--- config.mk ---
export PLATFORM = sky130hd
export DESIGN_NAME = tvp_sqrt
export DESIGN_NICKNAME = d
export VERILOG_FILES = /design/src/hw/rtl/tvp_pkg.sv /design/src/hw/rtl/tvp_sqrt.sv
export SDC_FILE = /design/constraint.sdc
export NUM_CORES = 1
export LEC_CHECK = 0
export BUFFER_PORTS_ARGS = -buffer_cell sky130_fd_sc_hd__buf_2
export CAP_MARGIN = 20
export CORE_ASPECT_RATIO = 0.75
export CORE_MARGIN = 10
export CORE_UTILIZATION = 45
export DETAILED_ROUTE_END_ITERATION = 12
export PLACE_DENSITY = 0.73
export REMOVE_ABC_BUFFERS = 1
export SLEW_MARGIN = 20
export SYNTH_ARGS = -nofsm -noshare
export SYNTH_HDL_FRONTEND = slang
export SYNTH_SLANG_ARGS = --single-unit
--- constraint.sdc ---
create_clock -name clk -period 15.1 [get_ports clk]
set_clock_uncertainty 0.2 [all_clocks]
set_input_delay 3.02 -clock clk [delete_from_list [all_inputs] [get_ports clk]]
set_output_delay 3.02 -clock clk [all_outputs]
set_load 0.005 [all_outputs]
--- src/hw/rtl/tvp_pkg.sv ---
// ----------------------------------------------------------------------------
// tvp_pkg
// Shared types and constants of the trapezoidal velocity profile planner.
// ----------------------------------------------------------------------------
package tvp_pkg;

    localparam int FRAC_BITS  = 16;
    localparam int NPTS       = 5;
    localparam int PT_IDX_W   = $clog2(NPTS);
    localparam int FIFO_DEPTH = 2;
    localparam int FIFO_PTR_W = $clog2(FIFO_DEPTH);
    localparam int CFG_IDX_W  = 1;

    localparam logic [CFG_IDX_W-1:0] REG_ACCEL = 1'd0;
    localparam logic [CFG_IDX_W-1:0] REG_BRAKE = 1'd1;

    localparam logic [31:0] LIMIT_RESET = 32'd65536;
    localparam logic [63:0] TIME_INF    = 64'd1 << 60;

    typedef struct packed {
        logic [31:0]        path_length;
        logic signed [31:0] start_velocity;
        logic signed [31:0] target_velocity;
        logic               stop_at_end;
    } plan_req_t;

    typedef struct packed {
        logic [31:0]        point_time;
        logic signed [31:0] point_velocity;
        logic               last_point;
        logic               profile_complete;
        logic               time_saturated;
    } plan_pnt_t;

    // classified request: magnitudes and sign flags
    typedef struct packed {
        logic [31:0] len;
        logic [31:0] u;
        logic [31:0] w;
        logic        neg0;
        logic        negv;
        logic        stop;
        logic        opp;
    } plan_job_t;

    typedef struct packed {
        logic        start;
        logic [63:0] num;
        logic [32:0] den;
    } div_req_t;

    typedef struct packed {
        logic        done;
        logic [63:0] quot;
    } div_rsp_t;

    typedef struct packed {
        logic        start;
        logic [63:0] x;
    } sqrt_req_t;

    typedef struct packed {
        logic        done;
        logic [31:0] root;
    } sqrt_rsp_t;

    // time numerator: value scaled by the fraction bits
    function automatic logic [63:0] tnum(input logic [32:0] n);
        logic [63:0] ext;
        ext = {31'd0, n};
        return ext << FRAC_BITS;
    endfunction

endpackage

--- src/hw/rtl/tvp_sqrt.sv ---
// ----------------------------------------------------------------------------
// tvp_sqrt
// Floor square root of a 64-bit value, one result bit per cycle.
// ----------------------------------------------------------------------------
module tvp_sqrt
    import tvp_pkg::*;
(
    input  logic      clk,
    input  logic      rst_n,
    input  sqrt_req_t req,
    output sqrt_rsp_t rsp
);

    logic        busy_reg, busy_next;
    logic        done_reg, done_next;
    logic [4:0]  cnt_reg, cnt_next;
    logic [63:0] x_reg, x_next;
    logic [63:0] r_reg, r_next;
    logic [63:0] bit_reg, bit_next;
    logic [63:0] trial;

    assign trial = r_reg + bit_reg;

    always_comb
    begin
        busy_next = busy_reg;
        done_next = 1'b0;
        cnt_next  = cnt_reg;
        x_next    = x_reg;
        r_next    = r_reg;
        bit_next  = bit_reg;
        if (req.start)
        begin
            busy_next = 1'b1;
            cnt_next  = '0;
            x_next    = req.x;
            r_next    = '0;
            bit_next  = 64'd1 << 62;
        end
        else if (busy_reg)
        begin
            if (x_reg >= trial)
            begin
                x_next = x_reg - trial;
                r_next = (r_reg >> 1) + bit_reg;
            end
            else
            begin
                r_next = r_reg >> 1;
            end
            bit_next = bit_reg >> 2;
            cnt_next = cnt_reg + 5'd1;
            if (cnt_reg == 5'd31)
            begin
                busy_next = 1'b0;
                done_next = 1'b1;
            end
        end
    end

    always_ff @(posedge clk or negedge rst_n)
    begin
        if (!rst_n)
        begin
            busy_reg <= 1'b0;
            done_reg <= 1'b0;
            cnt_reg  <= '0;
        end
        else
        begin
            busy_reg <= busy_next;
            done_reg <= done_next;
            cnt_reg  <= cnt_next;
        end
    end

    always_ff @(posedge clk)
    begin
        x_reg   <= x_next;
        r_reg   <= r_next;
        bit_reg <= bit_next;
    end

    assign rsp.done = done_reg;
    assign rsp.root = r_reg[31:0];

endmodule

==> impl_metrics.json <==
{
  "outcome": "completed",
  "tightest_slew_ps": 908,
  "grt_pass1_wl_um": 75800,
  "worstSetupPathType": "reg2reg",
  "cts_resized": 0,
  "p_leak_nw": 6.75,
  "clkSinkCount": 167,
  "rsz0062_at_grt": "false",
  "clk_latency_ps": 460,
  "yosysUniqueCellTypes": 85,
  "synth_warnings": 0,
  "switching_power_mw": 1.28,
  "hold_path.class": "reg2reg",
  "power_density_nw_per_um2": 161,
  "die_w_um": 236,
  "tns_ps": 0,
  "worstSetupEndpointType": "flop",
  "clkPwrFrac": 0.163,
  "post-cts-setup-buffers": 0,
  "finalCriticalPeriod_ps": 6600,
  "hold_ws_ps": 320,
  "design_area_um2": 16800,
  "synth-seq-cells": 167,
  "worst_r2r_path_depth": 21,
  "ant_nets": 0,
  "synth_edf_count": 64,
  "multi_input_area_um2": 10800,
  "pwr-share-seq": 0.259,
  "critPathTopFamily": "simple AND/OR/NAND/NOR gates",
  "netlist_instances": 2021,
  "start_util": 0.455,
  "maxUsedRoutingLayer": "met4",
  "cts_tree": "built",
  "ir_drop_uv": 113,
  "antenna_found_initial": 0,
  "crit_required_ps": 14980,
  "cts.path.max_buffers": 2,
  "drc": 0,
  "hold_viol_final": 0,
  "antenna_cells": 0,
  "drtIter0Drc": 1355,
  "hpwl_um": 36500,
  "crit_cells": 21,
  "cpPeakStageDelay_ps": 680,
  "place_congestion": 0.953,
  "crit_arrival_ps": 6470,
  "dr.pass1.iters": 7,
  "max_freq_mhz": 152,
  "via_per_inst": 6.08,
  "maxCapViolCount": 0,
  "grtUsageTotal": 0.212,
  "slew_viol_final": 0,
  "wl_met3_um": 3590,
  "async_flop_share": 0.0419,
  "relSlewSlack": 0.394,
  "chipHeight_um": 182,
  "fin_nets": 2193,
  "gr-total-overflow": 0,
  "worst_setup_path_startpoint": "r_reg[28]",
  "combPwrFrac": 0.578,
  "reg2reg_to": "x_reg[24]",
  "grt_max_degree": 87,
  "first_global_vias": 13800,
  "crit_chain": "ha_1 > and2_1 > nand2_1 > nor2b_1 > or4_1 > a31o_1 > a41oi_1 > a31oi_2 > a31oi_1 > o21bai_1 > xnor2_1 > ha_1 > nand2_1 > nor2_1 > nand3_1 > nor3_1 > o211ai_1 > a31o_4 > or2_2 > nand2b_2 > buf_4",
  "clkTransAtPathRegs_ps": 80,
  "wl_met2_um": 19000,
  "final_cells": 2463,
  "numCtsBuffers": 17,
  "wl_met1_um": 23800,
  "cts-root-buf": "clkbuf_16",
  "fin_crit_sh": 0.437,
  "crit_fanout": 64,
  "crit_path_top_delay_cell": "buf_4",
  "ys_seq_area_frac": 0.254,
  "p_sw_frac": 0.474,
  "finalSetupViolCount": 0,
  "placed_cells": 2431,
  "netlist_area_um2": 15800,
  "intPower_mw": 1.42,
  "startpoint_type": "flop",
  "placed_cell_area_um2": 16200,
  "crit_end": "x_reg[24]",
  "syn_avg_cell_area_um2": 7.82,
  "wire_per_inst_um": 19.2,
  "drive_gt1_frac": 0.0907,
  "fill_cells": 3381,
  "coreArea_um2": 34700,
  "area_growth_pct": 6.19,
  "htreeDepth": 4,
  "via_count": 15000,
  "path_buf_inv": 1,
  "reg2reg_from": "r_reg[28]",
  "dieArea_um2": 43100,
  "row_count": 59,
  "port_buffers": 99,
  "ctsHoldBuffers": 0,
  "synth-main-ff-cell": "dfxtp_1",
  "r2r_slack_ps": 8500,
  "totalWireLength_um": 47200,
  "io_pins": 100,
  "regArea_um2": 4020
}
## cell usage after synthesis, types with 13 or more instances
master	number	share of area
nand2_1	202	0.048
nor2_1	197	0.047
o21ai_0	159	0.050
a21oi_1	143	0.045
ha_1	132	0.10
dfxtp_1	96	0.12
clkbuf_1	95	0.023
xnor2_1	82	0.045
xor2_1	67	0.037
edfxtp_1	64	0.12
a31oi_1	60	0.024
inv_1	58	0.014
a211oi_1	52	0.025
mux2i_1	51	0.032
a21o_1	50	0.024
nand3_1	46	0.015
nand4_1	44	0.017
buf_4	35	0.017
nor3_1	32	0.010
o21bai_1	32	0.015
nand2b_1	20	0.0079
o31ai_1	20	0.0095
nor2b_1	18	0.0071
o21a_1	18	0.0086
a31o_2	17	0.0094
and2_1	15	0.0059
and3_1	15	0.0059
o21ai_1	13	0.0041
## worst reg2reg max path, stage by stage, from the launching register on
cell,delay [ps]
dfxtp_1,580
ha_1,380
and2_1,250
nand2_1,120
nor2b_1,50
or4_1,490
a31o_1,240
a41oi_1,330
a31oi_2,180
a31oi_1,340
o21bai_1,130
xnor2_1,170
ha_1,460
nand2_1,80
nor2_1,160
nand3_1,140
nor3_1,210
o211ai_1,150
a31o_4,380
or2_2,370
nand2b_2,90
buf_4,680
## per-stage QoR
stage	worst slack, ps	utilization	power, mW
6_report	8500	0.483	2.70
3_5_place_dp	8530	0.467	2.22
4_1_cts	8530	0.483	2.67
5_1_grt	8000	0.483	2.90
3_3_place_gp	8710	0.467	2.19
2_1_floorplan	7960	-	1.83
## how the worst min path moves through the flow
stage,depth (start not counted),end,startpoint
2_1_floorplan,2,r_reg[42],r_reg[42]
3_3_place_gp,2,r_reg[0],r_reg[0]
3_5_place_dp,2,r_reg[0],r_reg[0]
4_1_cts,2,r_reg[0],r_reg[0]
5_1_grt,2,r_reg[0],r_reg[0]
6_report,2,r_reg[0],r_reg[0]
## layer usage
metal  vias up  track usage
met2       578        0.295
met5         -            0
met3        51       0.0345
li1       7354            -
met4         0       0.0514
met1      6999        0.325
## area by class of cell
cell class	instances	area share
Clock inverter	15	0.00917
Clock buffer	17	0.0254
Inverter	59	0.0132
Timing Repair Buffer	105	0.0326
Multi-Input combinational cell	1643	0.646
Sequential cell	167	0.240
Tap cell	457	0.0341
## cells by family after synthesis
| kind of cell | count (synthesis) | synth area share |
|---|---|---|
| AO/OA/AOI/OAI | 672 | 0.277 |
| XOR/XNOR | 149 | 0.0826 |
| adder cells (fa/ha/maj) | 133 | 0.106 |
| buffers and inverters | 211 | 0.0605 |
| flip-flops | 167 | 0.254 |
| multiplexers | 54 | 0.0345 |
| AND/OR/NAND/NOR | 635 | 0.186 |
## power groups by stage
stage / logic (mW) / registers (mW) / clock network [mW]
global placement: 1.49 / 0.703 / 0
global route: 1.72 / 0.712 / 0.462
finish: 1.56 / 0.701 / 0.441
CTS: 1.53 / 0.698 / 0.446
detailed placement: 1.52 / 0.701 / 0
floorplan: 1.15 / 0.679 / 0
## placed cells by master, fill, tap and decap left out, types with 44 or more instances in the layout
cell / count
a211oi_1: 52
a21o_1: 50
a21oi_1: 143
a31oi_1: 60
buf_2: 98
dfxtp_1: 96
edfxtp_1: 64
ha_1: 132
inv_1: 58
mux2i_1: 51
nand2_1: 202
nand3_1: 46
nand4_1: 44
nor2_1: 197
o21ai_0: 159
xnor2_1: 82
xor2_1: 67
Note: power is estimated with default switching activity, not from simulation.
