[config.mk]
export PLATFORM = sky130hd
export DESIGN_NAME = tvp_div
export DESIGN_NICKNAME = d
export VERILOG_FILES = /design/src/hw/rtl/tvp_pkg.sv /design/src/hw/rtl/tvp_div.sv
export SDC_FILE = /design/constraint.sdc
export NUM_CORES = 1
export LEC_CHECK = 0
export ABC_AREA = 1
export BUFFER_PORTS_ARGS = -buffer_cell sky130_fd_sc_hd__buf_2
export CAP_MARGIN = 0
export CORE_ASPECT_RATIO = 0.75
export CORE_MARGIN = 2
export CORE_UTILIZATION = 45
export CTS_CLUSTER_DIAMETER = 50
export DETAILED_ROUTE_END_ITERATION = 10
export PLACE_DENSITY = 0.67
export SYNTH_ARGS = -nofsm -noshare
export SYNTH_HDL_FRONTEND = slang
export SYNTH_SLANG_ARGS = --single-unit
[constraint.sdc]
create_clock -name clk -period 3.43 [get_ports clk]
set_input_delay 0.686 -clock clk [delete_from_list [all_inputs] [get_ports clk]]
set_output_delay 0.686 -clock clk [all_outputs]
set_load 0.01 [all_outputs]
[src/hw/rtl/tvp_pkg.sv]
// ----------------------------------------------------------------------------
// tvp_pkg
// Shared types and constants of the trapezoidal velocity profile planner.
// ----------------------------------------------------------------------------
package tvp_pkg;

    localparam int FRAC_BITS  = 16;
    localparam int NPTS       = 5;
    localparam int PT_IDX_W   = $clog2(NPTS);
    localparam int FIFO_DEPTH = 2;
    localparam int FIFO_PTR_W = $clog2(FIFO_DEPTH);
    localparam int CFG_IDX_W  = 1;

    localparam logic [CFG_IDX_W-1:0] REG_ACCEL = 1'd0;
    localparam logic [CFG_IDX_W-1:0] REG_BRAKE = 1'd1;

    localparam logic [31:0] LIMIT_RESET = 32'd65536;
    localparam logic [63:0] TIME_INF    = 64'd1 << 60;

    typedef struct packed {
        logic [31:0]        path_length;
        logic signed [31:0] start_velocity;
        logic signed [31:0] target_velocity;
        logic               stop_at_end;
    } plan_req_t;

    typedef struct packed {
        logic [31:0]        point_time;
        logic signed [31:0] point_velocity;
        logic               last_point;
        logic               profile_complete;
        logic               time_saturated;
    } plan_pnt_t;

    // classified request: magnitudes and sign flags
    typedef struct packed {
        logic [31:0] len;
        logic [31:0] u;
        logic [31:0] w;
        logic        neg0;
        logic        negv;
        logic        stop;
        logic        opp;
    } plan_job_t;

    typedef struct packed {
        logic        start;
        logic [63:0] num;
        logic [32:0] den;
    } div_req_t;

    typedef struct packed {
        logic        done;
        logic [63:0] quot;
    } div_rsp_t;

    typedef struct packed {
        logic        start;
        logic [63:0] x;
    } sqrt_req_t;

    typedef struct packed {
        logic        done;
        logic [31:0] root;
    } sqrt_rsp_t;

    // time numerator: value scaled by the fraction bits
    function automatic logic [63:0] tnum(input logic [32:0] n);
        logic [63:0] ext;
        ext = {31'd0, n};
        return ext << FRAC_BITS;
    endfunction

endpackage

[src/hw/rtl/tvp_div.sv]
// ----------------------------------------------------------------------------
// tvp_div
// Restoring divider, 64-bit dividend by 33-bit divisor, one quotient bit
// per cycle.
// ----------------------------------------------------------------------------
module tvp_div
    import tvp_pkg::*;
(
    input  logic     clk,
    input  logic     rst_n,
    input  div_req_t req,
    output div_rsp_t rsp
);

    logic        busy_reg, busy_next;
    logic        done_reg, done_next;
    logic [5:0]  cnt_reg, cnt_next;
    logic [63:0] q_reg, q_next;
    logic [32:0] den_reg, den_next;
    logic [32:0] rem_reg, rem_next;
    logic [33:0] trial;

    assign trial = {rem_reg, q_reg[63]};

    always_comb
    begin
        busy_next = busy_reg;
        done_next = 1'b0;
        cnt_next  = cnt_reg;
        q_next    = q_reg;
        den_next  = den_reg;
        rem_next  = rem_reg;
        if (req.start)
        begin
            busy_next = 1'b1;
            cnt_next  = '0;
            q_next    = req.num;
            den_next  = req.den;
            rem_next  = '0;
        end
        else if (busy_reg)
        begin
            if (trial >= {1'b0, den_reg})
            begin
                rem_next = 33'(trial - {1'b0, den_reg});
                q_next   = {q_reg[62:0], 1'b1};
            end
            else
            begin
                rem_next = trial[32:0];
                q_next   = {q_reg[62:0], 1'b0};
            end
            cnt_next = cnt_reg + 6'd1;
            if (cnt_reg == 6'd63)
            begin
                busy_next = 1'b0;
                done_next = 1'b1;
            end
        end
    end

    always_ff @(posedge clk or negedge rst_n)
    begin
        if (!rst_n)
        begin
            busy_reg <= 1'b0;
            done_reg <= 1'b0;
            cnt_reg  <= '0;
        end
        else
        begin
            busy_reg <= busy_next;
            done_reg <= done_next;
            cnt_reg  <= cnt_next;
        end
    end

    always_ff @(posedge clk)
    begin
        q_reg   <= q_next;
        den_reg <= den_next;
        rem_reg <= rem_next;
    end

    assign rsp.done = done_reg;
    assign rsp.quot = q_reg;

endmodule

==> results of run 1 <==
## metrics by stage
step	cell area [µm²]	power [mW]
final	9960	7.44
after global routing	9950	8.04
after CTS	9950	7.42
after detailed placement	9370	5.54
after global placement	9370	5.52
after floorplan	8320	4.75
## worst max path at each step
stage,endpoint,slack (ns),cells past startpoint
5_1_grt,rem_reg[0],0.54,13
2_1_floorplan,q_reg[0],0.03,3
4_1_cts,rem_reg[8],0.75,13
6_report,rem_reg[8],0.76,13
3_5_place_dp,rem_reg[18],0.81,13
3_3_place_gp,rem_reg[31],0.91,15
## layer usage
layer	routed length, µm	share of wire	vias up
met4	229	0.011	0
li1	-	-	3863
met3	1880	0.087	15
met2	8750	0.40	258
met5	0	0	-
met1	10900	0.50	3287
## kinds of logic after synthesis
kind of cell             count (synthesis)  synth area share
AND/OR/NAND/NOR                        692             0.345
XOR/XNOR                                15            0.0158
flip-flops                             138             0.454
adder cells (fa/ha/maj)                 35            0.0536
AO/OA/AOI/OAI                           45            0.0290
buffers and inverters                  219             0.103
## area by class of cell
type / count / share of cell area
clock inverter: 14 / 0.0156
clock buffer: 18 / 0.0431
sequential: 138 / 0.379
timing repair buffer: 171 / 0.0892
tap: 247 / 0.0310
multi-input combinational: 787 / 0.370
inverter: 190 / 0.0716
antenna: 1 / 0.000251
## report_power, final
group,internal [mW],leakage [nW],total (mW),switching (mW)
Sequential,2.09,1.40,2.28,0.182
Clock,1.03,0.277,1.85,0.821
Combinational,1.18,3.74,3.31,2.13
## layout by cell type, fill, tap and decap left out, drive strengths merged, types with 3 or more instances in the layout
master and count:
o21ai 19, nand4 4, clkinv 3, and2 6, dfrtp 8, edfxtp 97, buf 171, nand2 521
dfxtp 33, xnor2 13, nand3 78, nor3 7, inv 197, a21oi 20, clkbuf 18, clkinvlp 3
ha 34, nor2 54, nand3b 21
==> results.yml, run 1 <==
status:
  status: "finished clean"
die:
  ios: 165
  fp.dieH_um: 122
  dieArea_mm2: 0.0196
  row_count: 43
  coreArea_mm2: 0.0183
  fp.dieW_um: 161
  initial_utilization: 0.455
route:
  wl_per_cell_um: 13.9
  drt-total-wl_um: 21700
  drc: 0
  ant_nets: 0
  viasPerCell: 4.74
  dr.pass1.iters: 6
  first_iter_violations: 608
  vias: 7423
pwr:
  p_per_area_mw_per_mm2: 747
  ir_drop_uv: 335
  p_leak_nw: 5.42
logic_synthesis:
  yosysTopAreaCellShare: 0.350
  yosys_warnings: 0
  avgSynthCellArea_um2: 7.27
  synth_edf_count: 97
  synth-seq-cells: 138
  synth.area.top_cells: "edfxtp_1, nand2_1, inv_1"
  synth_area_leader_cell: "edfxtp_1"
  synth_most_common_cell: "nand2_1"
  ys_types: 35
  synth_seq_area_share: 0.454
  synthTopCellsByCount: "nand2_1, inv_1, edfxtp_1"
  syn_inst: 1144
  ys.flop_type: "edfxtp_1"
  synth_area_mm2: 0.00832
  synthArstFlopShare: 0.0580
  synth_nets: 1279
final_layout:
  nFillCells: 1837
  multi_input_area_mm2: 0.00369
  largest_reg_flops: 64
  area_delta_synth_final_pct: 19.7
  fin_util: 0.544
  nets: 1440
  layout-drive-gt1-share: 0.167
  regArea_mm2: 0.00377
  layout.cells.non_filler: 1566
clocking:
  clkTransAtPathRegs_ns: 0.07
  cts_made_buffers: 17
  postCtsSetupBuffers: 0
  clockBufferDepth: 2
  cts.root.buffer_cell: "clkbuf_16"
  cts_hold_buf: 0
  cts.sinks: 138
  cts_tree: "built"
  clk_latency_ns: 0.43
  ctsResizeCount: 0
  htreeDepth: 4
timing:
  fin_ws_ns: 0.762
  maxSlewViolCount: 0
  maxSlewHeadroom: 0.562
  min_period_ns: 2.67
  fin_hold_ws_ns: 0.0834
  worstMarginPinSlew_ns: 0.657
  max_freq_ghz: 0.375
  hold_viol_final: 0
  min_period_over_period: 0.778
  finalClockSkew_ns: 0.0101
  rsz0062_at_grt: "no"
  fin_tns_setup_ns: 0
  finalSetupViolCount: 0
grt:
  met3_usage: 0.0712
  top_usage_layer: "met1"
  antenna_found_initial: 0
  met2_usage: 0.329
  grt_max_degree: 62
  grt_pass1_vias: 6908
  use_met1: 0.334
  grt_usage: 0.228
  grt_overflow_total: 0
  grt_pass1_wl_um: 35000
placed_design:
  io_buffers: 164
  dpl.hpwl_um: 16000
  gp_congestion: 0.910
  place_inst: 1533
  place_worst_setup_slack_ns: 0.811
critical_path:
  max_stage_delay_ns: 0.44
  end_kind: "flip-flop"
  worstPathRequired_ns: 3.79
  cpLargestDelayFamily: "simple AND/OR/NAND/NOR gates"
  rr_endpoint: "rem_reg[8]"
  startpoint: "q_reg[63]"
  slowest_stage: "fa_1"
  cp-start-kind: "flip-flop"
  r2r_start: "q_reg[63]"
  reg2reg_depth: 13
  rrSetupSlack_ns: 0.76
  critical_path_arrival_ns: 3.03
  crit_path_max_fanout: 36
  cp_cell_sequence: "inv_1 > ha_1 > inv_1 > fa_1 > nand3_1 > nand3_2 > nand2_2 > nand2_2 > nand2_4 > nand2_4 > nand2_1 > nand3_1 > o21ai_1"
  crit_type: "reg -> reg"
  critPathBufInv: 2
hold_path:
  hp-class: "in -> async"
run:
  drv_cap: 0
(Power assumes the default switching activity.)
==> run 2: changes to the inputs <==
clock period = 2.64 ns   (was 3.43 ns; I/O delays follow)
==> run 2 against run 1 <==
Sequential share of layout area decreased by 0.33 points. Highest routed layer unchanged. Largest cell class unchanged. Critical path type unchanged. Clock power increased by 28%. Sequential power increased by 30%. Utilization increased by 0.47 points.
==> results.yml, run 2 (synthesis gave the netlist of run 1 again) <==
status:
  status: "finished clean"
timing:
  maxSlewHeadroom: 0.611
  fin_tns_setup_ns: 0
  hold_viol_final: 0
  rsz0062_at_grt: "no"
  finalSetupViolCount: 0
  max_freq_ghz: 0.425
  fin_hold_ws_ns: 0.270
  finalClockSkew_ns: 0.0145
  min_period_ns: 2.36
  worstMarginPinSlew_ns: 0.583
  maxSlewViolCount: 0
  min_period_over_period: 0.892
critical_path:
  critical_path_arrival_ns: 2.67
  end_kind: "flip-flop"
  worstPathRequired_ns: 2.96
  crit_path_max_fanout: 13
  cp-start-kind: "flip-flop"
  crit_type: "reg -> reg"
die:
  fp.dieW_um: 161
  dieArea_mm2: 0.0196
  ios: 165
  coreArea_mm2: 0.0183
  fp.dieH_um: 122
  row_count: 43
  initial_utilization: 0.455
grt:
  grt_pass1_vias: 7221
  grt_pass1_wl_um: 35800
  grt_overflow_total: 0
  grt_usage: 0.233
  grt_max_degree: 61
  antenna_found_initial: 0
clocking:
  clk_latency_ns: 0.43
  cts.sinks: 138
  cts_made_buffers: 17
  cts_tree: "built"
  cts.root.buffer_cell: "clkbuf_16"
  clkTransAtPathRegs_ns: 0.07
  htreeDepth: 4
  clockBufferDepth: 2
pwr:
  p_total_mw: 9.68
  ir_drop_uv: 372
  p_per_area_mw_per_mm2: 964
  p_leak_nw: 5.44
final_layout:
  layout_commonest_cell: "nand2_1"
  nFillCells: 1807
  antennaDiodeCount: 0
  regArea_mm2: 0.00377
  fin_area_mm2: 0.0100
  multi_input_area_mm2: 0.00370
  layout-drive-gt1-share: 0.170
  largest_reg_flops: 64
  area_delta_synth_final_pct: 20.8
  mostFrequentLayoutCells: "nand2_1, inv_1, buf_2"
  nets: 1446
route:
  first_iter_violations: 640
  ant_nets: 0
  dr.pass1.iters: 7
  vias: 7530
  viasPerCell: 4.79
  wl_per_cell_um: 14.1
  drc: 0
  drt-total-wl_um: 22200
run:
  drv_cap: 0
placed_design:
  place_area_mm2: 0.00943
  dpl.hpwl_um: 16500
  io_buffers: 164
  gp_congestion: 0.952
hold_path:
  hp-class: "in -> reg"
## run 2: cell types whose count changed in the layout (fill, tap and decap cells not counted), moves of 2 or more
| cell | previous run | this run |
|---|---|---|
| buf_12 | 1 | 3 |
| buf_4 | 7 | 9 |
| nand2_4 | 2 | 0 |
| nand2_8 | 0 | 2 |
## run 2: per-layer routing
metal,global-route usage,share of wire
met4,0.0592,0.011
met5,0,0
met3,0.0695,0.092
met1,0.327,0.48
met2,0.356,0.42
## run 2: repair_timing
| item | 4_1_cts | 5_1_grt |
|---|---|---|
| endpoints found under the hold margin | 8 | 0 |
| hold buffers | 1 | 0 |
| setup buffers | 0 | 0 |
| resized for setup | 0 | 3 |
| setup endpoints to repair | 0 | 30 |
## run 2: layout make-up
type / instances / area share
Sequential cell: 138 / 0.376
Clock inverter: 13 / 0.0135
Timing Repair Buffer: 177 / 0.0961
Tap cell: 247 / 0.0308
Clock buffer: 19 / 0.0441
Inverter: 190 / 0.0711
Multi-Input combinational cell: 787 / 0.369
## run 2: path summary, 6_finish.rpt
path                              from     endpoint  slack, ns  cells after the start
max                          q_reg[63]  rem_reg[31]       0.28                     15
max reg2reg                  q_reg[63]  rem_reg[31]       0.28                     15
max in group asynchronous        rst_n   cnt_reg[0]       1.99                      2
min                            req[13]  den_reg[13]       0.27                      1
min in group asynchronous        rst_n   cnt_reg[4]       0.47                      2
min reg2reg                rem_reg[32]  rem_reg[32]       0.46                      2
## run 2: worst max-delay path, stage by stage, from the launching register on
cell	delay [ns]
edfxtp_1	0.38
inv_1	0.10
ha_1	0.14
inv_1	0.08
fa_1	0.44
nand3_1	0.13
nand3_2	0.13
nand2_2	0.11
nand2_2	0.10
nand2_8	0.14
buf_4	0.21
nand3_1	0.09
nand2_1	0.07
inv_1	0.04
nand2_1	0.05
nand2_1	0.04
## run 2: per-stage QoR
stage	util	std cells	setup slack, ns
3_3_place_gp	0.516	1538	0.302
2_1_floorplan	-	1144	0.329
5_1_grt	0.549	1571	0.0294
6_report	0.549	1571	0.285
3_5_place_dp	0.516	1538	0.217
4_1_cts	0.548	1571	0.179
## run 2: report_power, final
part           switching, mW  total, mW  internal, mW
registers              0.239       2.96          2.72
logic                   2.79       4.35          1.56
clock network           1.02       2.37          1.35
