<file path="src/hw/rtl/tvp_pkg.sv">
// ----------------------------------------------------------------------------
// tvp_pkg
// Shared types and constants of the trapezoidal velocity profile planner.
// ----------------------------------------------------------------------------
package tvp_pkg;

    localparam int FRAC_BITS  = 16;
    localparam int NPTS       = 5;
    localparam int PT_IDX_W   = $clog2(NPTS);
    localparam int FIFO_DEPTH = 2;
    localparam int FIFO_PTR_W = $clog2(FIFO_DEPTH);
    localparam int CFG_IDX_W  = 1;

    localparam logic [CFG_IDX_W-1:0] REG_ACCEL = 1'd0;
    localparam logic [CFG_IDX_W-1:0] REG_BRAKE = 1'd1;

    localparam logic [31:0] LIMIT_RESET = 32'd65536;
    localparam logic [63:0] TIME_INF    = 64'd1 << 60;

    typedef struct packed {
        logic [31:0]        path_length;
        logic signed [31:0] start_velocity;
        logic signed [31:0] target_velocity;
        logic               stop_at_end;
    } plan_req_t;

    typedef struct packed {
        logic [31:0]        point_time;
        logic signed [31:0] point_velocity;
        logic               last_point;
        logic               profile_complete;
        logic               time_saturated;
    } plan_pnt_t;

    // classified request: magnitudes and sign flags
    typedef struct packed {
        logic [31:0] len;
        logic [31:0] u;
        logic [31:0] w;
        logic        neg0;
        logic        negv;
        logic        stop;
        logic        opp;
    } plan_job_t;

    typedef struct packed {
        logic        start;
        logic [63:0] num;
        logic [32:0] den;
    } div_req_t;

    typedef struct packed {
        logic        done;
        logic [63:0] quot;
    } div_rsp_t;

    typedef struct packed {
        logic        start;
        logic [63:0] x;
    } sqrt_req_t;

    typedef struct packed {
        logic        done;
        logic [31:0] root;
    } sqrt_rsp_t;

    // time numerator: value scaled by the fraction bits
    function automatic logic [63:0] tnum(input logic [32:0] n);
        logic [63:0] ext;
        ext = {31'd0, n};
        return ext << FRAC_BITS;
    endfunction

endpackage

</file>
<file path="src/hw/rtl/tvp_front.sv">
// ----------------------------------------------------------------------------
// tvp_front
// Request intake: splits velocities into magnitude and sign, flags a
// direction reversal and queues the classified request.
// ----------------------------------------------------------------------------
module tvp_front
    import tvp_pkg::*;
(
    input  logic      clk,
    input  logic      rst_n,
    input  logic      req_valid,
    output logic      req_ready,
    input  plan_req_t req_data,
    output logic      job_valid,
    input  logic      job_ready,
    output plan_job_t job
);

    plan_job_t             fifo_reg [FIFO_DEPTH];
    logic [FIFO_PTR_W-1:0] wr_ptr_reg, wr_ptr_next;
    logic [FIFO_PTR_W-1:0] rd_ptr_reg, rd_ptr_next;
    logic [FIFO_PTR_W:0]   count_reg, count_next;
    plan_job_t             job_in;
    logic [31:0]           v0_bits, v_bits;
    logic                  push, pop;

    assign v0_bits = req_data.start_velocity;
    assign v_bits  = req_data.target_velocity;

    always_comb
    begin
        job_in.len  = req_data.path_length;
        job_in.neg0 = v0_bits[31];
        job_in.negv = v_bits[31];
        job_in.u    = v0_bits[31] ? (~v0_bits + 32'd1) : v0_bits;
        job_in.w    = v_bits[31] ? (~v_bits + 32'd1) : v_bits;
        job_in.stop = req_data.stop_at_end;
        // zero speed never counts as a reversal
        job_in.opp  = (job_in.u != 32'd0) && (job_in.w != 32'd0) &&
                      (job_in.neg0 != job_in.negv);
    end

    assign req_ready = (count_reg != (FIFO_PTR_W+1)'(FIFO_DEPTH));
    assign job_valid = (count_reg != '0);
    assign job       = fifo_reg[rd_ptr_reg];
    assign push      = req_valid && req_ready;
    assign pop       = job_valid && job_ready;

    always_comb
    begin
        wr_ptr_next = wr_ptr_reg;
        rd_ptr_next = rd_ptr_reg;
        count_next  = count_reg;
        if (push)
        begin
            wr_ptr_next = wr_ptr_reg + 1'b1;
        end
        if (pop)
        begin
            rd_ptr_next = rd_ptr_reg + 1'b1;
        end
        if (push && !pop)
        begin
            count_next = count_reg + 1'b1;
        end
        else if (pop && !push)
        begin
            count_next = count_reg - 1'b1;
        end
    end

    always_ff @(posedge clk or negedge rst_n)
    begin
        if (!rst_n)
        begin
            wr_ptr_reg <= '0;
            rd_ptr_reg <= '0;
            count_reg  <= '0;
        end
        else
        begin
            wr_ptr_reg <= wr_ptr_next;
            rd_ptr_reg <= rd_ptr_next;
            count_reg  <= count_next;
        end
    end

    always_ff @(posedge clk)
    begin
        if (push)
        begin
            fifo_reg[wr_ptr_reg] <= job_in;
        end
    end

endmodule

</file>
<file path="config.mk">
export PLATFORM = sky130hd
export DESIGN_NAME = tvp_front
export DESIGN_NICKNAME = d
export VERILOG_FILES = /design/src/hw/rtl/tvp_pkg.sv /design/src/hw/rtl/tvp_front.sv
export SDC_FILE = /design/constraint.sdc
export NUM_CORES = 1
export LEC_CHECK = 0
export ABC_AREA = 1
export BUFFER_PORTS_ARGS = -buffer_cell sky130_fd_sc_hd__buf_2
export CORE_MARGIN = 3
export CORE_UTILIZATION = 25
export DETAILED_ROUTE_END_ITERATION = 10
export SLEW_MARGIN = 15
export SYNTH_ARGS = -nofsm -noshare
export SYNTH_HDL_FRONTEND = slang
export SYNTH_SLANG_ARGS = --single-unit
</file>
<file path="constraint.sdc">
create_clock -name clk -period 5.45 [get_ports clk]
set_clock_uncertainty 0.15 [all_clocks]
set_input_delay 0.545 -clock clk [delete_from_list [all_inputs] [get_ports clk]]
set_output_delay 0.545 -clock clk [all_outputs]
set_load 0.01 [all_outputs]
</file>
==> results.txt, run 1 <==
In this run the worst hold path is classified as input pin to flip-flop. The final max-slew violation count came to 0. The register with the most flip-flops in the layout has 200 of them. The clock insertion delay at the later pin of the skew report came out at 510 ps. The post-synth net total came out at between 1000 and 1500. The number of stages on the worst hold path came out at 1.

The largest area contributor in the synthesized netlist is edfxtp_1. In this run, placement finished with an instance count of 1805. The critical path starts at rd_ptr_reg.

The floorplan has 72 rows. The post-detailed-route via-to-cell ratio is 4.30. The detailed-route wire length per cell is 15.1 um. The most common cell in the synthesized netlist is nand2_1.

The area of the mapped netlist came out at 0.00996 mm^2. In this run, the number of DRC markers left after iteration 0 of detailed routing was approximately 400. The final number of setup-violating endpoints came out at 0.

The count of final hold-check violations is 0. The placer congestion estimate came out at 0.886. Ranked by total cell area, the synthesized netlist is headed by edfxtp_1 60%, nand2_1 20%, nor2_1 4.2%. After clock tree synthesis, the flow added hold-fix buffers numbering 1. 0 antenna diodes ended up in the layout.

Global routing finished with a remaining overflow of 0. The depth of the worst register-to-register path is 5. Measured against its own limit, the worst slew margin works out to 38.9%. The sequential share of the synthesized area came out at between 60% and 70%. The count of state elements after synthesis is 204. In this run the critical register-to-register path is launched from count_reg[0]. Once the clock tree was built, the resizer swapped 0 gates to a different size.

The post-detailed-placement half-perimeter wirelength came out at 19600 um. Pin placement for this block handled 203 I/O pins. Final hold analysis gives a worst-case slack of approximately 63 ps. The overall global routing resource usage is 12.8%.

The vertical extent of the die came out at 206 um. Across all setup checks in the final design, the least slack found is 2170 ps. From synthesis to final layout, the design area changed by 24.5%. The endpoint arrival time on the critical path came out at about 2600 ps.

The die covers 0.0423 mm^2. The total clock buffers created by CTS is 24. The category of the worst setup path capture point is a primary output.

For this run, the leading register cell type out of synthesis is edfxtp_1. The initial utilization of the core area, before any placement, comes to around a quarter. The number of clock sinks seen by CTS came out at between 200 and 250. Measured on the finished design, the core utilization comes to 31.8%. Summing all flip-flop and latch instances after layout gives a little over 0.006 mm^2.

The maximum number of pins on one net before global-route repair is 102. The critical path is of the flip-flop to primary output type. The number of different library cells in the post-synthesis netlist is 29. The static leakage came out at 5.50 nW. Power spread over the standard cell area amounts to between 400 and 500 mW/mm^2. During synthesis, Yosys emitted a total of 0 warnings. The via count of the first global-routing pass came out at 7543.

The number of buffers on the longest clock path is 3. The area fraction of the dominant cell type after synthesis is 60.3%. The worst setup timing slack at the placement stage came out at 2430 ps. The startpoint type of the worst setup path is a flip-flop. The startpoint identified for the worst hold timing path is req_data[70].

The finished layout holds 1849 standard cells, fillers aside. The multi-input combinational cells in the finished layout cover a total of 0.00342 mm^2. The final layout contains routed wiring with a total length of 28000 um.

The measured slew at the worst slew-check pin is ~910 ps. The area inside the core boundary came out at 0.0390 mm^2. Setup repair after global routing left no endpoint under its margin.

The first-pass GRT wire length is about 42000 um. Of all nets on the critical path, the largest fanout is 63. The post-route antenna net violation count came out at 0.

Summing over every cut layer, the via total after detailed routing is around 8000. After synthesis, the most frequently instantiated cells are 525 x nand2_1, 200 x edfxtp_1, 111 x nor2_1. The maximum resistive drop on vdd is about 0.00028 V. The number of port buffers came out at 202.

The DRC violation count after routing is 0. The run finished with clean final reports. The final critical path time including I/O delays and setup is 3280 ps. For this run, the detailed router's first-pass iteration total came to 5.

The number of setup buffers added after CTS came out at 0. The fmax is 305 MHz. The fraction of registers with async set/reset is slightly below 2%. In this run the number of H-tree levels came out at 1. The tree is rooted in a clkbuf_16. In this run, synthesis inferred 200 flip-flops with an integrated enable.

After clock tree synthesis, the clock-pin slew on the worst setup and hold paths is 60 ps. The number of filler instances in the final layout came out at 4035. Across the run, the number of max-cap violations was 0. The post-layout net count came out at 1418.

The CTS tree is built. The worst path uses 60.1% of the clock period. The initial antenna violation count is 1. In the synthesized netlist, the number of instances is 1110. The sum of negative setup slack came out at 0 ps.

In the final layout, the share of cells above drive strength 1 is 21.6%. In this run the mean area of a mapped cell was 8.97 um^2. The die outline width came out at between 200 and 250 um. At the worst endpoint, the required time is 4760 ps.
through the flow:
step	area, um^2	power [mW]
3_5_place_dp	11600	4.25
2_1_floorplan	9970	3.36
4_1_cts	12400	5.93
6_report	12400	5.80
3_3_place_gp	11600	4.22
5_1_grt	12400	6.19
path summary, 6_finish.rpt:
check / end / slack (ps)
min in group asynchronous: rd_ptr_reg / 230
max in group asynchronous: rd_ptr_reg / 4790
hold / removal: fifo_reg[1][73] / 60
setup / recovery: job[3] / 2170
setup reg to reg: fifo_reg[0][82] / 2960
hold reg to reg: count_reg[0] / 340
critical path, stage by stage (launching register included):
cell	delay, ps
dfrtp_4	740
clkinv_2	120
buf_4	650
nand2_1	110
nand2_1	220
buf_2	170
final cells by class:
type,count,area share [%]
clock inverters,17,1.53
clock buffers,26,5.07
well taps,518,5.23
multi-input cells,792,27.6
flip-flops and latches,204,49.3
inverters,84,2.55
repair buffers,208,8.74
power breakdown:
group          switching [mW]  internal, mW  total, mW  leakage [nW]
logic                    1.26         0.571       1.83          3.20
clock network           0.630          1.02       1.65         0.394
registers               0.154          2.16       2.31          1.91
total                    2.05          3.75       5.80          5.50
placed cells by master, fill, tap and decap left out, types with 6 or more instances in the layout:
cell,synthesis,routed
xor2_1,9,9
nor2_2,12,12
nand2_1,525,525
xnor2_1,6,6
inv_1,80,79
nand4_1,11,11
nand3_1,57,57
nand3b_1,11,11
nand2_2,8,8
nor2_1,111,109
clkbuf_16,0,25
o21ai_0,11,11
edfxtp_1,200,200
buf_2,5,202
metal layers:
layer	share of wire [%]	GRT usage, %
met1	45	16.9
met2	47	21.0
met3	5.3	2.10
met4	3.0	4.74
met5	0	0
kinds of logic (layout without fill, tap and decap cells):
| family | Yosys count | after routing | share of synthesized area, % |
|---|---|---|---|
| XOR/XNOR | 16 | 16 | 1.48 |
| adder cells (fa/ha/maj) | 3 | 3 | 0.377 |
| buffers and inverters | 114 | 335 | 4.47 |
| flip-flops | 204 | 204 | 61.3 |
| AO/OA/AOI/OAI | 23 | 23 | 1.36 |
| AND/OR/NAND/NOR | 750 | 750 | 31.0 |
Note: power is estimated with default switching activity, not from simulation.
==> run 2, diff against run 1 <==
==> constraint.sdc (replaced) <==
create_clock -name clk -period 3.37 [get_ports clk]
set_clock_uncertainty 0.15 [all_clocks]
set_input_delay 0.337 -clock clk [delete_from_list [all_inputs] [get_ports clk]]
set_output_delay 0.337 -clock clk [all_outputs]
set_load 0.01 [all_outputs]
==> run 2 against run 1 <==
Sequential power grew 60%. Via count increased by 2.7%. Global-route usage up 0.52 points. Non-clock buffer count grew 41. Combinational power up 71%. Wire length is 2.6% higher. Cell area up 3.6%. Worst setup slack lost 1500 ps. Hold slack got worse by 31 ps. Sequential share of layout area fell by 1.7 points. Critical endpoint is now job[66]. Highest routed layer unchanged.
==> results.txt, run 2 (synthesized netlist as in run 1, its figures left out) <==
The run finished with clean final reports. The total clock buffers created by CTS is 26 (+8.3%). The final critical path time including I/O delays and setup is 2720 ps. The final number of setup-violating endpoints is 0 (unchanged).

The most numerous cell type found on the critical path is nand2_1. STA classifies the critical path startpoint as a flip-flop. The iteration count of the initial detailed-routing pass is 5 (unchanged). The CTS tree is built. Compared with the post-synthesis result, the final layout area differs by 29.0%.

The endpoint arrival time on the critical path came out at 2240 ps (-340 ps). The maximum resistive drop on vdd came out at 0.000441 V (+57%). The maximum fanout count along the critical path is 50 (-21%). The aggregate global routing overflow is 0 (unchanged).

The die outline width was 206 um (unchanged). The multi-input logic area is 0.00342 mm^2 (unchanged). The power density of the placed cells came out at 739 mW/mm^2 (+58%). The number of stages on the worst hold path came out at 3 (+2). The number of resized instances in the post-cts repair step is 0 (unchanged).

The count of final hold-check violations is 0 (unchanged). The DRC violation count after routing is 0 (unchanged). The number of rows in the core area came out at 72 (unchanged).

Traced cell by cell, the critical path runs through clkinv_2, buf_4, nand2_1, nand2_1, buf_2. The storage element area came out at 0.00611 mm^2 (unchanged). The detailed-route wire length per cell is 15.2 um (+0.16%). The root buffer cell is clkbuf_16. The count of maximum capacitance violations came to 0 (unchanged). The depth of the worst register-to-register path is 5 (unchanged). The number of clock sinks seen by CTS came out at 204 (unchanged).

The number of DRC violations after detailed-routing iteration 0 came to 493 (+25%). Setup repair after global routing left no endpoint under its margin. The measured slew at the worst slew-check pin came out at 799 ps (-116 ps). The final max-slew violation count came to 0 (unchanged). The number of buffers on the longest clock path came out at 3 (unchanged). The register clock-pin slew on the reported worst setup and hold paths is 50 ps (about the same). The maximum cell stage delay along the critical path came out at 650 ps (-90 ps). The number of filler instances in the final layout is 3976 (-1.5%). The required time of the worst setup path came out at 2880 ps (-1880 ps). The worst setup path is captured at a primary output. The placer congestion estimate was 0.886 (about the same).

The static leakage was 5.69 nW (+3.5%). The vertical extent of the die came out at 206 um (unchanged). The flip-flop count of the largest register after layout is 200 (unchanged). The area inside the core boundary is 0.0390 mm^2 (unchanged). The maximum number of pins on one net before global-route repair is 102 (unchanged).

The effective utilization at floorplan was 25.5% (unchanged). The overall global routing resource usage came to 13.3% (+0.52 points). The overall routed net length is 28700 um (+2.6%).

The initial antenna violation count came to 0 (-1). The post-route antenna net violation count is 0 (unchanged). The worst hold slack is 31.3 ps (-31.2 ps).

The via count of the first global-routing pass came out at 7835 (+3.9%). The start-to-end type of the worst setup path is flip-flop to primary output. The fraction of layout cells with a size suffix above 1 is 20.9% (-0.62 points). The cell at the slowest stage of the critical path is dfrtp_4. The worst hold path belongs to the class input pin to flip-flop. The count of pins on the block boundary came out at 203 (unchanged). The number of vias after detailed routing is 8160 (+2.7%). The post-detailed-placement half-perimeter wirelength was 19900 um (+1.7%).

The post-detailed-route via-to-cell ratio is 4.31 (+0.24%). The library cells used most frequently in the layout, excluding fill and tap cells, are 525 x nand2_1, 202 x buf_2, 200 x edfxtp_1. The library cell used most frequently in the layout, excluding fill and tap cells, is nand2_1. The die footprint came out at 0.0423 mm^2 (unchanged). The post-layout worst setup margin was 647 ps (-1530 ps). The fraction of the cycle the final worst path needs is 80.8%. The post-layout net count was 1461 (+3.0%). The worst setup timing slack at the placement stage came to 454 ps (-1980 ps). The number of H-tree branching levels is 1 (unchanged).

For this run, the top clock speed supported by timing is ~370 MHz. The clock insertion delay at the later pin of the skew report was 510 ps (about the same). The first-pass GRT wire length is 43900 um (+4.0%). The number of port buffers was 202 (unchanged). The worst-case headroom to the max-slew limit is 46.8% (+7.9 points).
## run 2: cell count changes in the layout (fill, tap and decap cells not counted), sizes merged
cell         delta
clkinvlp        -1
dlygate4sd3    +38
bufinv          -1
clkinv          +1
diode           +1
clkbuf          +4
buf             +3
## run 2: worst max-delay path: cells and delay by family (launching register included)
family	cells	cell delay, ps
and+or+nand+nor	2	240
DFF	1	650
buffers and inverters	3	750
## run 2: path summary, 6_finish.rpt
check / start / endpoint / slack, ps
max: rd_ptr_reg / job[66] / 650
min: req_data[18] / fifo_reg[1][21] / 30
max reg2reg: count_reg[0] / fifo_reg[0][1] / 1430
min reg2reg: count_reg[0] / count_reg[0] / 320
max in group asynchronous: rst_n / rd_ptr_reg / 2300
min in group asynchronous: rst_n / count_reg[1] / 570
## run 2: layout make-up
cell class	count	share of cell area [%]
Antenna cell	1	0.0195
Clock buffer	30	5.35
Clock inverter	16	1.17
Inverter	84	2.46
Multi-Input combinational cell	792	26.7
Sequential cell	204	47.5
Tap cell	518	5.04
Timing Repair Buffer	249	11.8
## run 2: stage by stage
| step | util (%) | cells | TNS (ps) | area [um^2] | total power [mW] |
|---|---|---|---|---|---|
| finish | 32.9 | 1894 | 0 | 12800 | 9.50 |
| floorplan | - | 1110 | -95020 | 9970 | 5.43 |
| CTS | 32.9 | 1893 | 0 | 12800 | 9.71 |
| detailed placement | 29.8 | 1808 | 0 | 11600 | 6.94 |
| global route | 32.9 | 1893 | 0 | 12800 | 10.2 |
| global placement | 29.8 | 1808 | 0 | 11600 | 6.91 |
## run 2: per-layer routing
layer / vias to the layer above / track usage [%] / wire [um]
li1: 4076 / - / -
met1: 3822 / 17.4 / 12900
met2: 218 / 22.6 / 13500
met3: 44 / 2.31 / 1670
met4: 0 / 3.64 / 586
met5: - / 0 / 0
## run 2: report_power, final
group	switching [mW]	total, mW	internal [mW]
Clock	1.02	2.69	1.67
Combinational	2.14	3.13	0.987
Sequential	0.190	3.69	3.50
## run 2: timing repair
item | in CTS | in global routing
buffers inserted | 0 | 0
hold endpoints to repair | 77 | 0
hold buffers | 39 | 0
==> run 3, diff against run 2 <==
--- a/config.mk
+++ b/config.mk
@@ -5,7 +5,7 @@
 export SDC_FILE = /design/constraint.sdc
 export NUM_CORES = 1
 export LEC_CHECK = 0
-export ABC_AREA = 1
+export ABC_AREA = 0
 export BUFFER_PORTS_ARGS = -buffer_cell sky130_fd_sc_hd__buf_2
 export CORE_MARGIN = 3
 export CORE_UTILIZATION = 25
==> constraint.sdc (replaced) <==
create_clock -name clk -period 2.61 [get_ports clk]
set_clock_uncertainty 0.15 [all_clocks]
set_input_delay 0.261 -clock clk [delete_from_list [all_inputs] [get_ports clk]]
set_output_delay 0.261 -clock clk [all_outputs]
set_load 0.01 [all_outputs]
==> run 3 against run 2 <==
The flow now finishes with violations (negative setup slack). Synthesized cell count decreased by 47%. Sequential power increased by 29%. Synthesized area decreased by 8.2%. First-iteration DRC count decreased by 55%.
==> results.txt, run 3 <==
The post-detailed-placement half-perimeter wirelength is 17500 um (-12%). The layout overhead on the synthesized area came out at 46.4%. The count of state elements after synthesis came out at 204 (unchanged). The die outline width came out at 197 um (-4.1%). The post-synth net total came out at 689 (-43%).

The die footprint is 0.0389 mm^2 (-8.0%). The final cell count without fillers was 1455 (-23%). The measured slew at the worst slew-check pin is 542 ps (-256 ps). The static leakage came out at 5.03 nW (-12%). The number of DRC violations after detailed-routing iteration 0 is 223 (-55%). The maximum resistive drop on vdd was 0.000707 V (+60%).

The fmax came out at 368 MHz. The cell at the slowest stage of the critical path is or4_4. The sequential share of the synthesized area came out at 66.8% (+5.5 points). The detailed-route wire length per cell is 17.1 um (+13%).

The final number of setup-violating endpoints came out at 2 (+2). The register clock-pin slew on the reported worst setup and hold paths came out at 60 ps (about the same). Setup repair after global routing could not meet its margin everywhere. The number of stages on the worst setup path came out at 9 (+4). The number of buffers on the longest clock path is 3 (unchanged). The fraction of layout cells with a size suffix above 1 came to 53.9% (+33 points). The met1 global-route usage is 15.7% (-1.7 points). The largest area contributor in the synthesized netlist is edfxtp_1. The effective utilization at floorplan is 25.5% (about the same). The total of warnings raised by yosys came out at 0 (unchanged). The start-to-end type of the worst setup path is input pin to flip-flop. The post-route antenna net violation count was 0 (unchanged).

The worst path uses 104% of the clock period. The aggregate global routing overflow came out at 0 (unchanged). The vertical extent of the die is 197 um (-4.1%). The worst hold slack came out at 61.6 ps (+30.3 ps). The portion of total power attributed to sequential cells is 39.3% (+0.5 points). The met2 routing resource usage after global routing was 20.5% (-2.1 points).

The critical path goes through buf_6, or4_4, or3_4, or4b_1, nand3_1, or4b_1, and4b_1, nand4_1, and3_1. The run finished, with violations left. The startpoint of the most critical hold path is req_data[51]. The path with the worst hold slack has its endpoint at fifo_reg[1][54]. The area inside the core boundary came out at 0.0358 mm^2 (-8.2%).

The maximum fanout count along the critical path is 5 (-90%). The number of different library cells in the post-synthesis netlist was 48 (+66%). The count of pins on the block boundary is 203 (unchanged). The final critical path time including I/O delays and setup came out at 2710 ps. The count of maximum capacitance violations is 0 (unchanged).

The fraction of registers with async set/reset is 1.96% (unchanged). The fraction of power consumed by the clock network came out at 28.5% (+0.2 points). The final max-slew violation count came out at 0 (unchanged). The worst-case headroom to the max-slew limit was 63.8% (+17 points).

The overall routed net length was 24800 um (-14%). The switching part of the total power came out at 29.8% (-5.4 points). The placement-stage cell area came out at 0.0118 mm^2 (+2.0%). The clock insertion delay at the later pin of the skew report is 530 ps (+20 ps). The combinational share of power came out at 32.2% (-0.7 points). The maximum cell stage delay along the critical path came out at 580 ps (-70 ps). The placer congestion estimate came out at 0.822 (-7.2%). By count the netlist is led by 200 x edfxtp_1, 100 x mux2_2, 61 x xnor2_1. The most frequently used flop master after synthesis is edfxtp_1.

The design internal power is 8.53 mW (+39%). The number of enable flip-flop cells after synthesis came out at 200 (unchanged). The number of clock sinks seen by CTS is 204 (unchanged). The iteration count of the initial detailed-routing pass came out at 4 (-1).

The area of the mapped netlist is 0.00914 mm^2 (-8.2%). The critical path buffer and inverter count is 1 (-2). The final reports fail on negative setup slack. The peak-usage layer in the global routing report is met2. The post-detailed-route via-to-cell ratio is 4.40 (+2.1%).

The cell family contributing the most delay on the critical path is simple AND/OR/NAND/NOR gates. The via count of the first global-routing pass is 6740 (-14%). The flip-flop count of the largest register after layout is 200 (unchanged). The worst register-to-register path ends at fifo_reg[0][28].

The net switching power of the design is 3.61 mW (+8.1%). TritonCTS built the clock tree. The worst setup path is launched from an input pin.

The number of vias after detailed routing came out at 6399 (-22%). The number of stages on the worst hold path is 3 (unchanged). The maximum number of pins on one net before global-route repair is 46 (-55%). The overall global routing resource usage is 12.3% (-0.96 points).

The final non-filler cell area is 0.0134 mm^2 (+4.2%). The number of H-tree branching levels came out at 1 (unchanged). By area the synthesized netlist is led by edfxtp_1 66%, mux2_2 12%, xnor2_1 5.8%.

The number of rows in the core area was 69 (-4.2%). The synthesized area per cell came out at 15.6 um^2 (+74%). The first-pass GRT wire length came to 37600 um (-14%).

The area fraction of the dominant cell type after synthesis came out at 65.7% (+5.4 points). The total clock buffers created by CTS is 25 (-3.8%). The initial antenna violation count is 4 (+4). The count of final hold-check violations is 0 (unchanged).

The number of port buffers came out at 202 (unchanged). The post-layout worst setup margin is -104 ps (-751 ps). The top cell types in the final layout, fill and taps aside, are 200 x edfxtp_1, 200 x buf_2, 140 x buf_4.

The depth of the worst register-to-register path came out at 4 (-1). The setup slack of the worst register-to-register path was 700 ps (-730 ps). The most frequent cell on the critical path is or4b_1. edfxtp_1 is the most common cell in the netlist. The worst setup path is captured at a flip-flop. The root buffer cell is clkbuf_16.

The DRC violation count after routing came to 0 (unchanged). The required time of the worst setup path is 2740 ps (-140 ps). The post-layout net count is 1081 (-26%). In this run the worst hold path is classified as input pin to flip-flop.

The total power consumption of the routed design is 12.1 mW (+28%). The met3 demand-to-capacity share in global routing came out at 3.41% (+1.1 points). The power density of the placed cells came to 907 mW/mm^2 (+23%).

The count of mapped cells out of synthesis is 585 (-47%). The endpoint arrival time on the critical path came out at 2850 ps (+610 ps). The instance count after placement with tap cells included was 1361 (-25%). In this run the critical register-to-register path is launched from count_reg[0].
run 3: kinds of logic (layout without fill, tap and decap cells):
group / count (synthesis) / in the layout / synth area share, %
buffers and inverters: 39 / 446 / 1.71
other: 0 / 2 / 0
flip-flops: 204 / 204 / 66.8
adder cells (fa/ha/maj): 3 / 3 / 0.411
XOR/XNOR: 64 / 64 / 6.13
AO/OA/AOI/OAI: 63 / 63 / 5.15
AND/OR/NAND/NOR: 110 / 110 / 7.29
multiplexers: 102 / 102 / 12.5
run 3: area by class of cell:
| type | instances | area (um^2) |
|---|---|---|
| multi-input combinational | 342 | 3140 |
| clock inverter | 14 | 181 |
| clock buffer | 28 | 637 |
| antenna | 2 | 5.00 |
| sequential | 204 | 6110 |
| inverter | 8 | 30.0 |
| timing repair buffer | 396 | 2710 |
| fill | 3462 | 22400 |
| tap | 461 | 577 |
run 3: what timing repair did:
| action | 4_1_cts | 5_1_grt |
|---|---|---|
| buffers inserted | 2 | 4 |
| gates resized for setup | 15 | 21 |
| setup endpoints to repair | 2 | 2 |
| hold buffers | 44 | 0 |
| pin swaps | 7 | 10 |
| hold endpoints to repair | 86 | 0 |
run 3: how the worst max path moves through the flow:
stage | startpoint | endpoint | slack [ps]
final | req_data[38] | fifo_reg[1][0] | -100
after global routing | req_data[1] | fifo_reg[0][0] | -190
after CTS | req_data[38] | fifo_reg[1][0] | -80
after detailed placement | req_data[1] | fifo_reg[0][0] | -900
after global placement | req_data[1] | fifo_reg[0][0] | -840
after floorplan | req_data[39] | fifo_reg[0][0] | -480
run 3: layer usage:
metal	routed length, um	up-vias
li1	-	3075
met4	692	4
met1	10900	3119
met2	11700	154
met5	27	-
met3	1520	47
run 3: power groups by stage:
| stage | clock network [mW] | logic, mW | registers [mW] |
|---|---|---|---|
| 2_1_floorplan | 0 | 2.16 | 4.74 |
| 3_3_place_gp | 0 | 3.91 | 4.81 |
| 3_5_place_dp | 0 | 3.92 | 4.85 |
| 4_1_cts | 3.62 | 4.01 | 4.79 |
| 5_1_grt | 3.73 | 4.25 | 4.84 |
| 6_report | 3.46 | 3.91 | 4.77 |
run 3: stage by stage:
step,util [%],setup slack [ps],TNS [ps]
6_report,37.4,-104,-208
5_1_grt,37.4,-194,-387
4_1_cts,36.9,-76.9,-154
3_5_place_dp,33.1,-900,-7300
3_3_place_gp,33.1,-839,-6110
2_1_floorplan,-,-479,-7110
run 3: worst register-to-register path, cell delays in order, from the launching register on:
cell and delay (ps):
dfrtp_1 400, nand2b_4 170, nand2_4 70, nor2_4 450, buf_12 300
